File: src/sv/rfwr_pkg.sv
`default_nettype none
// ----------------------------------------------------------------------------
// rfwr_pkg
// Types and codes shared by the ring FIFO with remove: request and result
// payloads, operation and status codes, controller/datapath interface.
// ----------------------------------------------------------------------------
package rfwr_pkg;

  localparam int unsigned DATA_W  = 64;
  localparam int unsigned COUNT_W = 7;
  localparam int unsigned MODE_W  = 3;
  localparam int unsigned STAT_W  = 2;

  localparam logic [MODE_W-1:0] MODE_PUSH     = 3'd0;
  localparam logic [MODE_W-1:0] MODE_POP      = 3'd1;
  localparam logic [MODE_W-1:0] MODE_POP_PUSH = 3'd2;
  localparam logic [MODE_W-1:0] MODE_REMOVE   = 3'd3;
  localparam logic [MODE_W-1:0] MODE_CLEAR    = 3'd4;

  localparam logic [STAT_W-1:0] ST_OK       = 2'd0;
  localparam logic [STAT_W-1:0] ST_FULL     = 2'd1;
  localparam logic [STAT_W-1:0] ST_EMPTY    = 2'd2;
  localparam logic [STAT_W-1:0] ST_NOTFOUND = 2'd3;

  typedef struct packed {
    logic [MODE_W-1:0] mode;
    logic [DATA_W-1:0] value;
  } in_item_t;

  typedef struct packed {
    logic [STAT_W-1:0]  status;
    logic [DATA_W-1:0]  popped;
    logic [COUNT_W-1:0] count;
  } out_item_t;

  // controller to datapath
  typedef struct packed {
    logic accept;
    logic finish;
    logic srch_start;
    logic srch_rd;
    logic srch_next;
    logic mark_found;
    logic sh_rd;
    logic sh_wr;
  } cmd_t;

  // datapath to controller
  typedef struct packed {
    logic is_remove;
    logic empty;
    logic match;
    logic last;
    logic at_head;
    logic slot_free;
  } sts_t;

endpackage : rfwr_pkg
`default_nettype wire

File: src/sv/rfwr_ctrl.sv
`default_nettype none
// ----------------------------------------------------------------------------
// rfwr_ctrl
// Sequencer for the ring FIFO: takes one request at a time, runs the search
// and shift walk of a remove, and finishes each request into the result slot.
// ----------------------------------------------------------------------------
module rfwr_ctrl
  import rfwr_pkg::*;
(
  input  wire logic clk_i,
  input  wire logic rst_ni,
  input  wire logic in_valid_i,
  output logic      in_stall_o,
  input  wire sts_t sts_i,
  output cmd_t      cmd_o
);

  localparam logic [2:0] S_IDLE  = 3'd0;
  localparam logic [2:0] S_EXEC  = 3'd1;
  localparam logic [2:0] S_SRD   = 3'd2;
  localparam logic [2:0] S_SCMP  = 3'd3;
  localparam logic [2:0] S_SHRD  = 3'd4;
  localparam logic [2:0] S_SHWR  = 3'd5;
  localparam logic [2:0] S_FIN   = 3'd6;

  logic [2:0] state_q, state_d;

  always_comb begin
    state_d = state_q;
    cmd_o   = '0;
    unique case (state_q)
      S_IDLE: begin
        if (in_valid_i) begin
          cmd_o.accept = 1'b1;
          state_d      = S_EXEC;
        end
      end
      S_EXEC: begin
        if (sts_i.is_remove && !sts_i.empty) begin
          cmd_o.srch_start = 1'b1;
          state_d          = S_SRD;
        end else if (sts_i.slot_free) begin
          cmd_o.finish = 1'b1;
          state_d      = S_IDLE;
        end
      end
      S_SRD: begin
        cmd_o.srch_rd = 1'b1;
        state_d       = S_SCMP;
      end
      S_SCMP: begin
        if (sts_i.match) begin
          cmd_o.mark_found = 1'b1;
          state_d          = S_SHRD;
        end else if (sts_i.last) begin
          state_d = S_FIN;
        end else begin
          cmd_o.srch_next = 1'b1;
          state_d         = S_SRD;
        end
      end
      S_SHRD: begin
        // fetch the next older entry until the head is reached
        if (sts_i.at_head) begin
          state_d = S_FIN;
        end else begin
          cmd_o.sh_rd = 1'b1;
          state_d     = S_SHWR;
        end
      end
      S_SHWR: begin
        cmd_o.sh_wr = 1'b1;
        state_d     = S_SHRD;
      end
      S_FIN: begin
        if (sts_i.slot_free) begin
          cmd_o.finish = 1'b1;
          state_d      = S_IDLE;
        end
      end
      default: begin
        state_d = S_IDLE;
      end
    endcase
  end

  always_ff @(posedge clk_i or negedge rst_ni) begin
    if (!rst_ni) begin
      state_q <= S_IDLE;
    end else begin
      state_q <= state_d;
    end
  end

  assign in_stall_o = (state_q != S_IDLE);

endmodule : rfwr_ctrl
`default_nettype wire

File: config.mk
export PLATFORM = sky130hd
export DESIGN_NAME = rfwr_ctrl
export DESIGN_NICKNAME = d
export VERILOG_FILES = /design/src/sv/rfwr_pkg.sv /design/src/sv/rfwr_ctrl.sv
export SDC_FILE = /design/constraint.sdc
export NUM_CORES = 1
export LEC_CHECK = 0
export ABC_AREA = 0
export BUFFER_PORTS_ARGS = -buffer_cell sky130_fd_sc_hd__buf_2
export CAP_MARGIN = 20
export CORE_AREA = 8 8 45 47
export DETAILED_ROUTE_END_ITERATION = 12
export DIE_AREA = 0 0 53 55
export HOLD_SLACK_MARGIN = 0.12
export RECOVER_POWER = 50
export SKIP_LAST_GASP = 1
export SYNTH_ARGS = -nofsm -noshare
export SYNTH_HDL_FRONTEND = slang
export SYNTH_SLANG_ARGS = --single-unit
File: constraint.sdc
create_clock -name clk_i -period 1.6 [get_ports clk_i]
set_clock_uncertainty 0.2 [all_clocks]
set_input_delay 0 -clock clk_i [delete_from_list [all_inputs] [get_ports clk_i]]
set_output_delay 0 -clock clk_i [all_outputs]
set_load 0.005 [all_outputs]
# Yosys cells after proc, flatten, opt, wreduce, memory -nomap -nowiden
# Cells that the tools add are included.
# W data, S select, Z words.
classes:
  n_eq_ne: 7
  n_mux: 22
  n_reduce_logical: 4
op_table:
  columns: ["operator", "n"]
  rows:
  - ["$pmux W3 S7", 1]
  - ["$mux W3", 5]
  - ["$mux W1", 13]
  - ["$eq A3 B3 Y1 const B", 3]
  - ["$eq A3 B2 Y1 const B", 2]
  - ["$mux W2", 2]
  - ["$eq A3 B1 Y1 const B", 1]
  - ["$logic_not A3 Y1", 1]
  - ["$reduce_bool A3 Y1", 1]
  - ["$ne A2 B2 Y1 const B", 1]
  - ["$pmux W1 S2", 1]
  - ["$logic_and A1 B1 Y1", 1]
  - ["$logic_not A1 Y1", 1]
totals:
  ff_bits: 3
  inputBits: 9
  out_inout_bits: 9

# Logic depth before layout (Yosys ltp)
# Gate-level depths: netlist of run 1.
depth:
  word_depth: 4
  ltp_mapped: 4

# Least setup slack after synthesis of run 1
# OpenSTA, ideal clock, no wires.
synth_timing:
  kind: "reg2reg"
  from: "reg state_q[1]"
  to: "reg state_q[0]"
  setup_time_ns: 0.087
  arrival_time_ns: 1.005
  setup_slack_ns: 0.309
  path_stages_with_launch: 5
  path_buffers: 1
  period_less_slack_ns: 1.291
  path_cell_list: "dfrtp_1 buf_6 nand2b_1 or3_1 o211ai_1"
synth_between:
  elab_chain_cells: 2
  word_cells_on_any_way: 9
  classes_between: "eq/ne (7); mux (1); reduce/logical (1)"
synth_rtl:
  columns: ["item", "line_no", "rtl"]
  rows:
  - ["start, declared", "rfwr_ctrl.sv:26", "logic [2:0] state_q, state_d;"]
  - ["start signal, assigned", "rfwr_ctrl.sv:91", "state_q <= state_d;"]
  - ["$eq A3 B3 Y1, or another cell as far along", "rfwr_ctrl.sv:31", "unique case (state_q)"]
  - ["$pmux W3 S7 / $ne A2 B2 Y1 (equally long branches)", null, null]
# Parallel ways exist; a longest one is shown, timed or not.
# A chain may end at the register's enable or synchronous reset.

==> results of run 1 <==
==> layout make-up <==
| type | instances | area (um^2) | area share |
|---|---|---|---|
| multi-input cells | 26 | 153 | 0.319 |
| repair buffers | 28 | 191 | 0.399 |
| clock buffers | 4 | 26.3 | 0.0548 |
| inverters | 3 | 11.3 | 0.0235 |
| well taps | 16 | 20.0 | 0.0418 |
| flip-flops and latches | 3 | 77.6 | 0.162 |
==> cells in the final DEF, fill, tap and decap left out <==
master	n
sky130_fd_sc_hd__a21boi_0	1
sky130_fd_sc_hd__a21oi_1	1
sky130_fd_sc_hd__and3_1	1
sky130_fd_sc_hd__and3_2	1
sky130_fd_sc_hd__buf_2	16
sky130_fd_sc_hd__buf_4	1
sky130_fd_sc_hd__clkbuf_1	2
sky130_fd_sc_hd__clkbuf_4	3
sky130_fd_sc_hd__dfrtp_1	1
sky130_fd_sc_hd__dfrtp_2	2
sky130_fd_sc_hd__dlygate4sd3_1	10
sky130_fd_sc_hd__inv_1	2
sky130_fd_sc_hd__inv_2	1
sky130_fd_sc_hd__nand2_1	2
sky130_fd_sc_hd__nand2b_1	2
sky130_fd_sc_hd__nand3_1	2
sky130_fd_sc_hd__nand3b_1	1
sky130_fd_sc_hd__nor2_1	4
sky130_fd_sc_hd__nor2_2	1
sky130_fd_sc_hd__nor3_1	2
sky130_fd_sc_hd__nor3b_1	1
sky130_fd_sc_hd__nor4_1	1
sky130_fd_sc_hd__o211ai_1	1
sky130_fd_sc_hd__o21ai_0	3
sky130_fd_sc_hd__o32a_1	1
sky130_fd_sc_hd__or3_4	1
==> critical path: stages, from the launching register on <==
cell and delay [ns]:
sky130_fd_sc_hd__dfrtp_2 0.44, sky130_fd_sc_hd__nand2b_1 0.17, sky130_fd_sc_hd__or3_4 0.33, sky130_fd_sc_hd__inv_1 0.05, sky130_fd_sc_hd__buf_2 0.10
==> report_power, final <==
group	total [mW]	internal, mW	switching [mW]
Combinational	0.312	0.170	0.142
Clock	0.131	0.0934	0.0379
Sequential	0.198	0.118	0.0798
==> per-layer routing <==
metal	track usage	wire length, um
met1	0.0640	336
met2	0.105	409
met3	0.0348	97
met4	0.103	27
met5	0	0
==> cells by family (layout without fill, tap and decap cells) <==
family | after synthesis | in the layout | synth area share
buffers and inverters | 5 | 35 | 0.111
AO/OA/AOI/OAI | 7 | 7 | 0.182
flip-flops | 3 | 3 | 0.303
AND/OR/NAND/NOR | 19 | 19 | 0.404
==> per-stage QoR <==
stage,total power [mW],cells,util
after floorplan,0.383,34,-
after global placement,0.456,65,0.243
after global routing,0.706,80,0.346
final,0.642,80,0.346
after CTS,0.616,79,0.335
after detailed placement,0.456,65,0.243
==> timing repair <==
| item | CTS | global route |
|---|---|---|
| endpoints found under the hold margin | 8 | 0 |
| gates resized for setup | 0 | 4 |
| buffers inserted | 0 | 1 |
| hold buffers | 10 | 0 |
| endpoints found under the setup margin | 0 | 2 |
==> worst paths after layout <==
kind | from | to | cells after the start | slack [ns]
setup / recovery | state_q[1] | cmd_o[1] | 4 | 0.07
hold / removal | sts_i[0] | state_q[0] | 3 | 0.34
setup reg to reg | state_q[0] | state_q[1] | 3 | 0.26
hold reg to reg | state_q[2] | state_q[2] | 2 | 0.43
max in group asynchronous | rst_ni | state_q[2] | 3 | 0.59
min in group asynchronous | rst_ni | state_q[0] | 3 | 0.44
==> results.rst, run 1 <==
.. list-table::
   :header-rows: 1

   * - Metric
     - Value
   * - Run status
     - complete, no violations
   * - Synth area leaders
     - sky130_fd_sc_hd__dfrtp_1 (30%), sky130_fd_sc_hd__nor2_1 (7.6%), sky130_fd_sc_hd__o21ai_0 (6.1%)
   * - Final Setup Violations
     - 0
   * - Proportion of synthesized chip area in sequential cells
     - 0.303
   * - Post-CTS clock slew at the launch and capture registers of the worst setup and hold paths
     - 0.04 ns
   * - Asr flop ratio synth
     - 1.00
   * - Data required time of the worst path
     - 1.40 ns
   * - Placer Congestion
     - 0.808
   * - Count of nets after finishing
     - 74
   * - Remaining number of nets flagged by the antenna check after routing
     - 0
   * - Fin crit period
     - 1.53 ns
   * - Final-report max-slew violation count
     - 0
   * - Post-route cell area
     - 479 um^2
   * - Crit path capture type
     - output pin
   * - Dpl ws
     - 0.269 ns
   * - Data arrival time of the critical path
     - 1.33 ns
   * - EDFF count, synth
     - 0
   * - Placement Rows
     - 14
   * - Antenna fix cells
     - 0
   * - Gate Count Post-Synth
     - 34
   * - Highest achievable clock rate
     - 655 MHz
   * - Worst setup path class
     - reg -> out
   * - Area growth from synthesis to layout
     - 93.4%
   * - Starting Density
     - 0.179
   * - Area fraction of the dominant cell type after synthesis
     - 0.303
   * - Transition time of the tightest slew-check pin
     - 0.253 ns
   * - Least setup slack across all paths after layout
     - 0.0742 ns
   * - Vias per cell
     - 4.53
   * - Critical path peak fanout
     - 8
   * - Number of max-capacitance violations reported
     - 0
   * - Total congestion overflow after global routing
     - 0
   * - DR vias
     - 362
   * - Total standard cell area after synthesis
     - 248 um^2
   * - Most common cell in the netlist
     - sky130_fd_sc_hd__nor2_1
   * - Most common library cells after synthesis
     - sky130_fd_sc_hd__nor2_1 (5), sky130_fd_sc_hd__dfrtp_1 (3), sky130_fd_sc_hd__o21ai_0 (3)
   * - Mean routed wirelength per cell
     - 10.9 um
   * - Mean Syn Cell Area
     - 7.29 um^2
   * - Vert. Die Dim
     - 55 um
   * - Core region area
     - 0.00138 mm^2
   * - Instance area at placement
     - 337 um^2
   * - Detailed Route WL
     - 870 um
   * - DR iter-0 viols
     - 9
   * - CTS root buffer
     - sky130_fd_sc_hd__clkbuf_4
   * - Global router's overall resource usage
     - 0.0728
   * - Leakage power of the design
     - 0.238 nW
   * - Mapped Nets
     - 43
   * - Top reg by flops
     - state_q
   * - Setup repair after global routing missed its margin
     - no
   * - Fillers
     - 157
   * - Ys flop type
     - sky130_fd_sc_hd__dfrtp_1
   * - Registers with the highest flip-flop counts
     - state_q (3)
   * - Worst slew slack as a fraction of its limit
     - 0.830
   * - Sinks on Clock Net
     - 3
   * - Worst supply voltage drop on vdd
     - 0.479 mV
   * - Max Root-Sink Buffers
     - 2
   * - Input/output buffers
     - 17
   * - Clock insertion delay at the later pin of the skew report
     - 0.23 ns
   * - Count of synthesis-stage warnings from yosys
     - 0
   * - Router iterations before antenna repair
     - 4
   * - Boundary Pins
     - 18
   * - Fin crit share
     - 0.954
   * - Worst Setup Start Kind
     - flop
   * - Die outline width
     - 53 um
   * - TritonCTS clock tree
     - built
   * - Inserted Clock Buffers
     - 3
   * - Path class of the lowest-slack min-delay path
     - in -> reg
   * - Number of hold violations in the final report
     - 0
   * - #FFs+latches synth
     - 3
   * - Number of DRC violations after detailed routing
     - 0
   * - Worst hold margin
     - 0.345 ns
   * - Power per Cell Area
     - 1340 mW/mm^2
   * - Number of antenna violations at the first check in global routing
     - 0
   * - Global-route wire length before repair
     - 1450 um
   * - Post-detail-place hpwl
     - 613 um
   * - H-tree levels
     - 1
   * - Flip-flop count of the largest register, all copies and words added
     - 3
   * - Yosys cell types
     - 21
   * - Number of global-route vias before repair
     - 363
   * - Die ar.
     - 0.00292 mm^2
   * - Setup TNS Final
     - 0 ns
   * - Largest net degree at the start of global routing
     - 12
   * - Cell taking the most area after synthesis
     - sky130_fd_sc_hd__dfrtp_1
   * - Fraction of layout cells with a size suffix above 1
     - 0.406
No activity file was read; power rests on OpenSTA's default activity.
==> run 2: changes to the inputs <==
Settings changed: PLACE_DENSITY from default to 0.41.
==> run 2 against run 1 <==
Against the previous run: register-to-register slack better by 0.06 ns; final area is 0.78% lower; critical endpoint is now cmd_o[6]; hold slack worse by 0.0066 ns; routed wire length is 1.1% lower; non-clock buffer count is 1 higher; cell count is 1.3% higher; first-iteration DRC count is 67% lower; sequential power is 13% lower; global-route usage is 0.99 points lower; maximum frequency is 1.3% higher; die area stayed put; clock power is 5% higher.
==> results.rst, run 2 (same netlist as run 1, synthesis figures left out) <==
.. list-table::
   :header-rows: 1

   * - Metric
     - Value
   * - Path class of the lowest-slack min-delay path
     - in -> reg
   * - Number of hold violations in the final report
     - 0 (unchanged)
   * - Busiest layer in global routing
     - met2
   * - Top reg by flops
     - state_q
   * - Detailed Route WL
     - 860 um (-1.1%)
   * - Final Setup Violations
     - 0 (unchanged)
   * - Core region area
     - 0.00138 mm^2 (unchanged)
   * - Sequence of cells on the critical path
     - nor2_1 -> nand3_1 -> a21boi_0 -> buf_2
   * - Number of global-route vias before repair
     - 347 (-4.4%)
   * - Fraction of layout cells with a size suffix above 1
     - 0.369 (-0.0370)
   * - Largest net degree at the start of global routing
     - 12 (unchanged)
   * - Met3 track demand over resource
     - 0.0348 (unchanged)
   * - Remaining number of nets flagged by the antenna check after routing
     - 0 (unchanged)
   * - Antenna fix cells
     - 0 (unchanged)
   * - Met1 track demand over resource
     - 0.0700 (+0.00599)
   * - Router iterations before antenna repair
     - 2 (-2)
   * - Commonest non-fill, non-tap cell in the layout
     - sky130_fd_sc_hd__buf_2
   * - Vert. Die Dim
     - 55 um (unchanged)
   * - Input/output buffers
     - 17 (unchanged)
   * - Data arrival time of the critical path
     - 1.31 ns (-0.02 ns)
   * - Post-Place Cells
     - 66 (+1.5%)
   * - Setup TNS Final
     - 0 ns (unchanged)
   * - Vias per cell
     - 4.35 (-4.0%)
   * - Starting Density
     - 0.179 (unchanged)
   * - Clock insertion delay at the later pin of the skew report
     - 0.24 ns (about the same)
   * - Power per Cell Area
     - 1360 mW/mm^2 (+1.6%)
   * - TritonCTS clock tree
     - built
   * - Most frequent cells in the layout
     - sky130_fd_sc_hd__buf_2 (16), sky130_fd_sc_hd__dlygate4sd3_1 (10), sky130_fd_sc_hd__nor2_1 (5)
   * - Placement Rows
     - 14 (unchanged)
   * - Boundary Pins
     - 18 (unchanged)
   * - Highest cell delay on the worst timing path
     - 0.46 ns (+0.02 ns)
   * - Worst slew slack as a fraction of its limit
     - 0.842 (+0.0122)
   * - Highest achievable clock rate
     - 664 MHz (+1.3%)
   * - Number of antenna violations at the first check in global routing
     - 0 (unchanged)
   * - Global-route wire length before repair
     - 1420 um (-1.9%)
   * - Max Root-Sink Buffers
     - 2 (unchanged)
   * - Setup repair after global routing missed its margin
     - no
   * - Number of max-capacitance violations reported
     - 0 (unchanged)
   * - Die outline width
     - 53 um (unchanged)
   * - Final-report max-slew violation count
     - 0 (unchanged)
   * - CTS root buffer
     - sky130_fd_sc_hd__clkbuf_4
   * - Transition time of the tightest slew-check pin
     - 0.234 ns (-0.0181 ns)
   * - Count of nets after finishing
     - 75 (+1.4%)
   * - DR vias
     - 352 (-2.8%)
   * - Global-route met2 utilization
     - 0.0918 (-0.0137)
   * - Mean routed wirelength per cell
     - 10.6 um (-2.4%)
   * - Total congestion overflow after global routing
     - 0 (unchanged)
   * - Post-detail-place hpwl
     - 656 um (+7.0%)
   * - Worst path bufs/invs
     - 1 (-1)
   * - Slowest CP cell
     - sky130_fd_sc_hd__dfrtp_2
   * - Fillers
     - 159 (+1.3%)
   * - Number of standard cells in the final layout excluding fillers
     - 81 (+1.3%)
   * - Registers with the highest flip-flop counts
     - state_q (3)
   * - Area growth from synthesis to layout
     - 91.9%
   * - Crit path capture type
     - output pin
   * - Global router's overall resource usage
     - 0.0629 (-0.00988)
   * - Fin crit share
     - 0.942 (-0.0118)
   * - Dominant delay contributor by cell family on the critical path
     - flip-flops
   * - Worst supply voltage drop on vdd
     - 0.387 mV (-19%)
   * - Placer Congestion
     - 0.737 (-8.8%)
   * - Number of DRC violations after detailed routing
     - 0 (unchanged)
   * - Die ar.
     - 0.00292 mm^2 (unchanged)
   * - Data required time of the worst path
     - 1.40 ns (about the same)
   * - Post-CTS clock slew at the launch and capture registers of the worst setup and hold paths
     - 0.04 ns (about the same)
   * - Fin crit period
     - 1.51 ns (-0.0189 ns)
   * - Critical path peak fanout
     - 11 (+3)
   * - Worst setup path class
     - reg -> out
   * - Worst Setup Start Kind
     - flop
   * - DR iter-0 viols
     - 3 (-6)
   * - Flip-flop count of the largest register, all copies and words added
     - 3 (unchanged)
   * - Inserted Clock Buffers
     - 3 (unchanged)
   * - H-tree levels
     - 1 (unchanged)
   * - Sinks on Clock Net
     - 3 (unchanged)
   * - Run status
     - complete, no violations
   * - Leakage power of the design
     - 0.237 nW (-0.34%)
## run 2: cell count changes in the layout (fill, tap and decap cells not counted), sizes merged
cell	before	now
clkbuf	5	6
## run 2: stage by stage
step           utilization  power, mW  setup slack [ns]  hold WS, ns  cell area (um^2)
2_1_floorplan            -      0.383             0.309       -0.496               248
3_3_place_gp         0.249      0.489             0.285       -0.396               344
3_5_place_dp         0.249      0.484             0.261       -0.396               344
4_1_cts              0.340      0.645            0.0310        0.349               470
5_1_grt              0.344      0.706            0.0181        0.366               475
6_report             0.344      0.647            0.0931        0.338               475
## run 2: path summary, 6_finish.rpt
check	from	endpoint	slack [ns]	depth (start not counted)
setup / recovery	state_q[2]	cmd_o[6]	0.09	4
hold / removal	sts_i[0]	state_q[0]	0.34	3
setup reg to reg	state_q[1]	state_q[0]	0.32	3
hold reg to reg	state_q[2]	state_q[2]	0.42	2
max in group asynchronous	rst_ni	state_q[2]	0.58	3
min in group asynchronous	rst_ni	state_q[0]	0.44	3
## run 2: per-layer routing
metal,vias to the layer above,share of wire
met3,2,0.12
met1,152,0.45
met4,0,0.016
met5,-,0
li1,182,-
met2,16,0.41
## run 2: repair_timing
action / 4_1_cts / 5_1_grt
buffers inserted: 0 / 1
endpoints found under the hold margin: 7 / 0
setup endpoints to repair: 0 / 2
hold buffers: 10 / 0
gates resized for setup: 0 / 2
## run 2: final cells by class
type	count	area, um^2	share of cell area
tap	16	20.0	0.0421
clock buffer	4	26.3	0.0553
timing repair buffer	29	195	0.411
inverter	3	11.3	0.0237
sequential	3	77.6	0.163
multi-input combinational	26	145	0.305
## run 2: worst reg2reg max path, stage by stage, from the launching register on
cell and delay (ns):
sky130_fd_sc_hd__dfrtp_2 0.43, sky130_fd_sc_hd__nand2b_1 0.16, sky130_fd_sc_hd__or3_1 0.32, sky130_fd_sc_hd__o211ai_1 0.09
## run 2: report_power, final
group	switching (mW)	leakage, nW	internal, mW
clock network	0.0430	0.0150	0.0937
registers	0.0551	0.0345	0.118
logic	0.167	0.188	0.170
==> run 3: changes to the inputs <==
--- a/config.mk
+++ b/config.mk
@@ -11,2 +11,3 @@
 export CORE_AREA = 8 8 45 47
+export CTS_CLUSTER_SIZE = 16
 export DETAILED_ROUTE_END_ITERATION = 12
==> constraint.sdc (replaced) <==
create_clock -name clk_i -period 1.6 [get_ports clk_i]
set_clock_uncertainty 0.2 [all_clocks]
set_input_delay 0.24 -clock clk_i [delete_from_list [all_inputs] [get_ports clk_i]]
set_output_delay 0.24 -clock clk_i [all_outputs]
set_load 0.005 [all_outputs]
==> run 3 against run 2 <==
Against the previous run: the run now ends with setup timing left; via count increased by 3.1%; clock power about the same; cell count increased by 2.5%; critical path type unchanged; combinational power increased by 64%.
==> results.rst, run 3 (same netlist as run 1, synthesis figures left out) <==
.. list-table::
   :header-rows: 1

   * - Metric
     - Value
   * - Worst setup path class
     - reg -> out
   * - Inserted Clock Buffers
     - 3 (unchanged)
   * - DR vias
     - 363 (+3.1%)
   * - Placer Congestion
     - 0.684 (-7.2%)
   * - Setup TNS Final
     - -0.334 ns (-0.334 ns)
   * - Vias per cell
     - 4.37 (+0.64%)
   * - Count of nets after finishing
     - 77 (+2.7%)
   * - Mean routed wirelength per cell
     - 11.9 um (+12%)
   * - Vert. Die Dim
     - 55 um (unchanged)
   * - Number of DRC violations after detailed routing
     - 0 (unchanged)
   * - Post-CTS clock slew at the launch and capture registers of the worst setup and hold paths
     - 0.04 ns (about the same)
   * - DR iter-0 viols
     - 8 (+5)
   * - Boundary Pins
     - 18 (unchanged)
   * - Fraction of layout cells with a size suffix above 1
     - 0.567 (+0.198)
   * - Fin crit share
     - 1.07 (+0.125)
   * - Total congestion overflow after global routing
     - 0 (unchanged)
   * - Highest achievable clock rate
     - 586 MHz (-12%)
   * - Worst path bufs/invs
     - 2 (+1)
   * - Post-detail-place hpwl
     - 634 um (-3.4%)
   * - Failing checks
     - setup timing
   * - Power per Cell Area
     - 1640 mW/mm^2 (+21%)
   * - Global router's overall resource usage
     - 0.0677 (+0.00485)
   * - Most frequent cells in the layout
     - sky130_fd_sc_hd__buf_2 (14), sky130_fd_sc_hd__buf_4 (6), sky130_fd_sc_hd__dlygate4sd3_1 (5)
   * - Slowest CP cell
     - sky130_fd_sc_hd__dfrtp_1
   * - Met1 track demand over resource
     - 0.0728 (+0.00282)
   * - Run status
     - complete, but fails checks
   * - Top reg by flops
     - state_q
   * - Core region area
     - 0.00138 mm^2 (unchanged)
   * - Dominant delay contributor by cell family on the critical path
     - simple AND/OR/NAND/NOR gates
   * - Number of max-capacitance violations reported
     - 0 (unchanged)
   * - Crit path capture type
     - output pin
   * - H-tree levels
     - 1 (unchanged)
   * - Worst hold margin
     - 0.138 ns (-0.200 ns)
   * - Max Root-Sink Buffers
     - 2 (unchanged)
   * - Data arrival time of the critical path
     - 1.27 ns (-0.04 ns)
   * - Worst supply voltage drop on vdd
     - 0.519 mV (+34%)
   * - Clock insertion delay at the later pin of the skew report
     - 0.24 ns (about the same)
   * - Commonest non-fill, non-tap cell in the layout
     - sky130_fd_sc_hd__buf_2
   * - Detailed Route WL
     - 987 um (+15%)
   * - Number of global-route vias before repair
     - 330 (-4.9%)
   * - Largest net degree at the start of global routing
     - 11 (-1)
   * - Data required time of the worst path
     - 1.16 ns (-0.24 ns)
   * - Die ar.
     - 0.00292 mm^2 (unchanged)
   * - Global-route met2 utilization
     - 0.0996 (+0.00781)
   * - Final Setup Violations
     - 6 (+6)
   * - Flip-flop count of the largest register, all copies and words added
     - 3 (unchanged)
   * - TritonCTS clock tree
     - built
   * - Number of antenna violations at the first check in global routing
     - 0 (unchanged)
   * - Area growth from synthesis to layout
     - 114%
   * - Starting Density
     - 0.179 (unchanged)
   * - Sinks on Clock Net
     - 3 (unchanged)
   * - Met3 track demand over resource
     - 0.0508 (+0.0160)
   * - Number of hold violations in the final report
     - 0 (unchanged)
   * - Final-report max-slew violation count
     - 0 (unchanged)
   * - Die outline width
     - 53 um (unchanged)
   * - Path class of the lowest-slack min-delay path
     - in -> async
   * - Sequence of cells on the critical path
     - nand2b_4 -> or3_4 -> inv_2 -> buf_6
   * - CTS root buffer
     - sky130_fd_sc_hd__clkbuf_4
   * - Critical path peak fanout
     - 3 (-8)
   * - Registers with the highest flip-flop counts
     - state_q (3)
   * - Setup repair after global routing missed its margin
     - yes
   * - Post-Place Cells
     - 67 (+1.5%)
   * - Remaining number of nets flagged by the antenna check after routing
     - 0 (unchanged)
   * - Placement Rows
     - 14 (unchanged)
   * - Input/output buffers
     - 17 (unchanged)
   * - Global-route wire length before repair
     - 1450 um (+2.0%)
   * - Least setup slack across all paths after layout
     - -0.107 ns (-0.200 ns)
   * - Leakage power of the design
     - 0.265 nW (+12%)
   * - Worst Setup Start Kind
     - flop
   * - Busiest layer in global routing
     - met2
   * - Router iterations before antenna repair
     - 2 (unchanged)
   * - Transition time of the tightest slew-check pin
     - 0.231 ns (-0.00314 ns)
   * - Worst slew slack as a fraction of its limit
     - 0.844 (+0.00212)
   * - Fin crit period
     - 1.71 ns (+0.200 ns)
   * - Highest cell delay on the worst timing path
     - 0.40 ns (-0.06 ns)
   * - Number of standard cells in the final layout excluding fillers
     - 83 (+2.5%)
   * - Antenna fix cells
     - 0 (unchanged)
[run 3: layer usage]
metal | up-vias | share of wire
met5 | - | 0
met4 | 0 | 0
li1 | 185 | -
met1 | 160 | 0.42
met3 | 0 | 0.12
met2 | 18 | 0.47
[run 3: worst paths after layout]
kind                            cells past startpoint         end        from  slack, ns
min in group clk_i                                  3  state_q[0]    sts_i[1]       0.15
worst max register to register                      4  state_q[1]  state_q[2]       0.11
worst min-delay path                                2  state_q[0]      rst_ni       0.14
worst max-delay path                                4    cmd_o[1]  state_q[1]      -0.11
max in group asynchronous                           2  state_q[2]      rst_ni       0.89
worst min register to register                      2  state_q[0]  state_q[0]       0.49
[run 3: repair_timing]
action                                 4_1_cts  5_1_grt
resized for setup                            7        8
hold buffers                                 5        0
pin swaps                                    1        3
buffers inserted                             2        5
setup endpoints to repair                    7        7
endpoints found under the hold margin        5        0
[run 3: worst register-to-register path, delay by kind of cell, from the launching register on]
kind                   cells  cell delay (ns)
flip-flops                 1             0.46
AO/OA/AOI/OAI              1             0.28
buffers and inverters      2             0.30
AND/OR/NAND/NOR            1             0.13
[run 3: metrics by stage]
stage | setup slack (ns) | total power [mW] | instance area, um^2 | utilization
3_3_place_gp | 0.0920 | 0.513 | 352 | 0.254
2_1_floorplan | 0.164 | 0.383 | 248 | -
4_1_cts | -0.125 | 0.733 | 467 | 0.337
5_1_grt | -0.176 | 0.956 | 531 | 0.383
3_5_place_dp | 0.0791 | 0.505 | 352 | 0.254
6_report | -0.107 | 0.870 | 531 | 0.383
[run 3: cell type report]
type | count | area (um^2)
inverters | 3 | 11.3
clock buffers | 4 | 26.3
well taps | 16 | 20.0
multi-input cells | 26 | 176
flip-flops and latches | 3 | 77.6
fillers | 153 | 853
repair buffers | 31 | 219
[run 3: where the power goes]
part	internal (mW)	total [mW]	switching, mW
registers	0.118	0.181	0.0625
clock network	0.0937	0.137	0.0435
logic	0.322	0.552	0.231
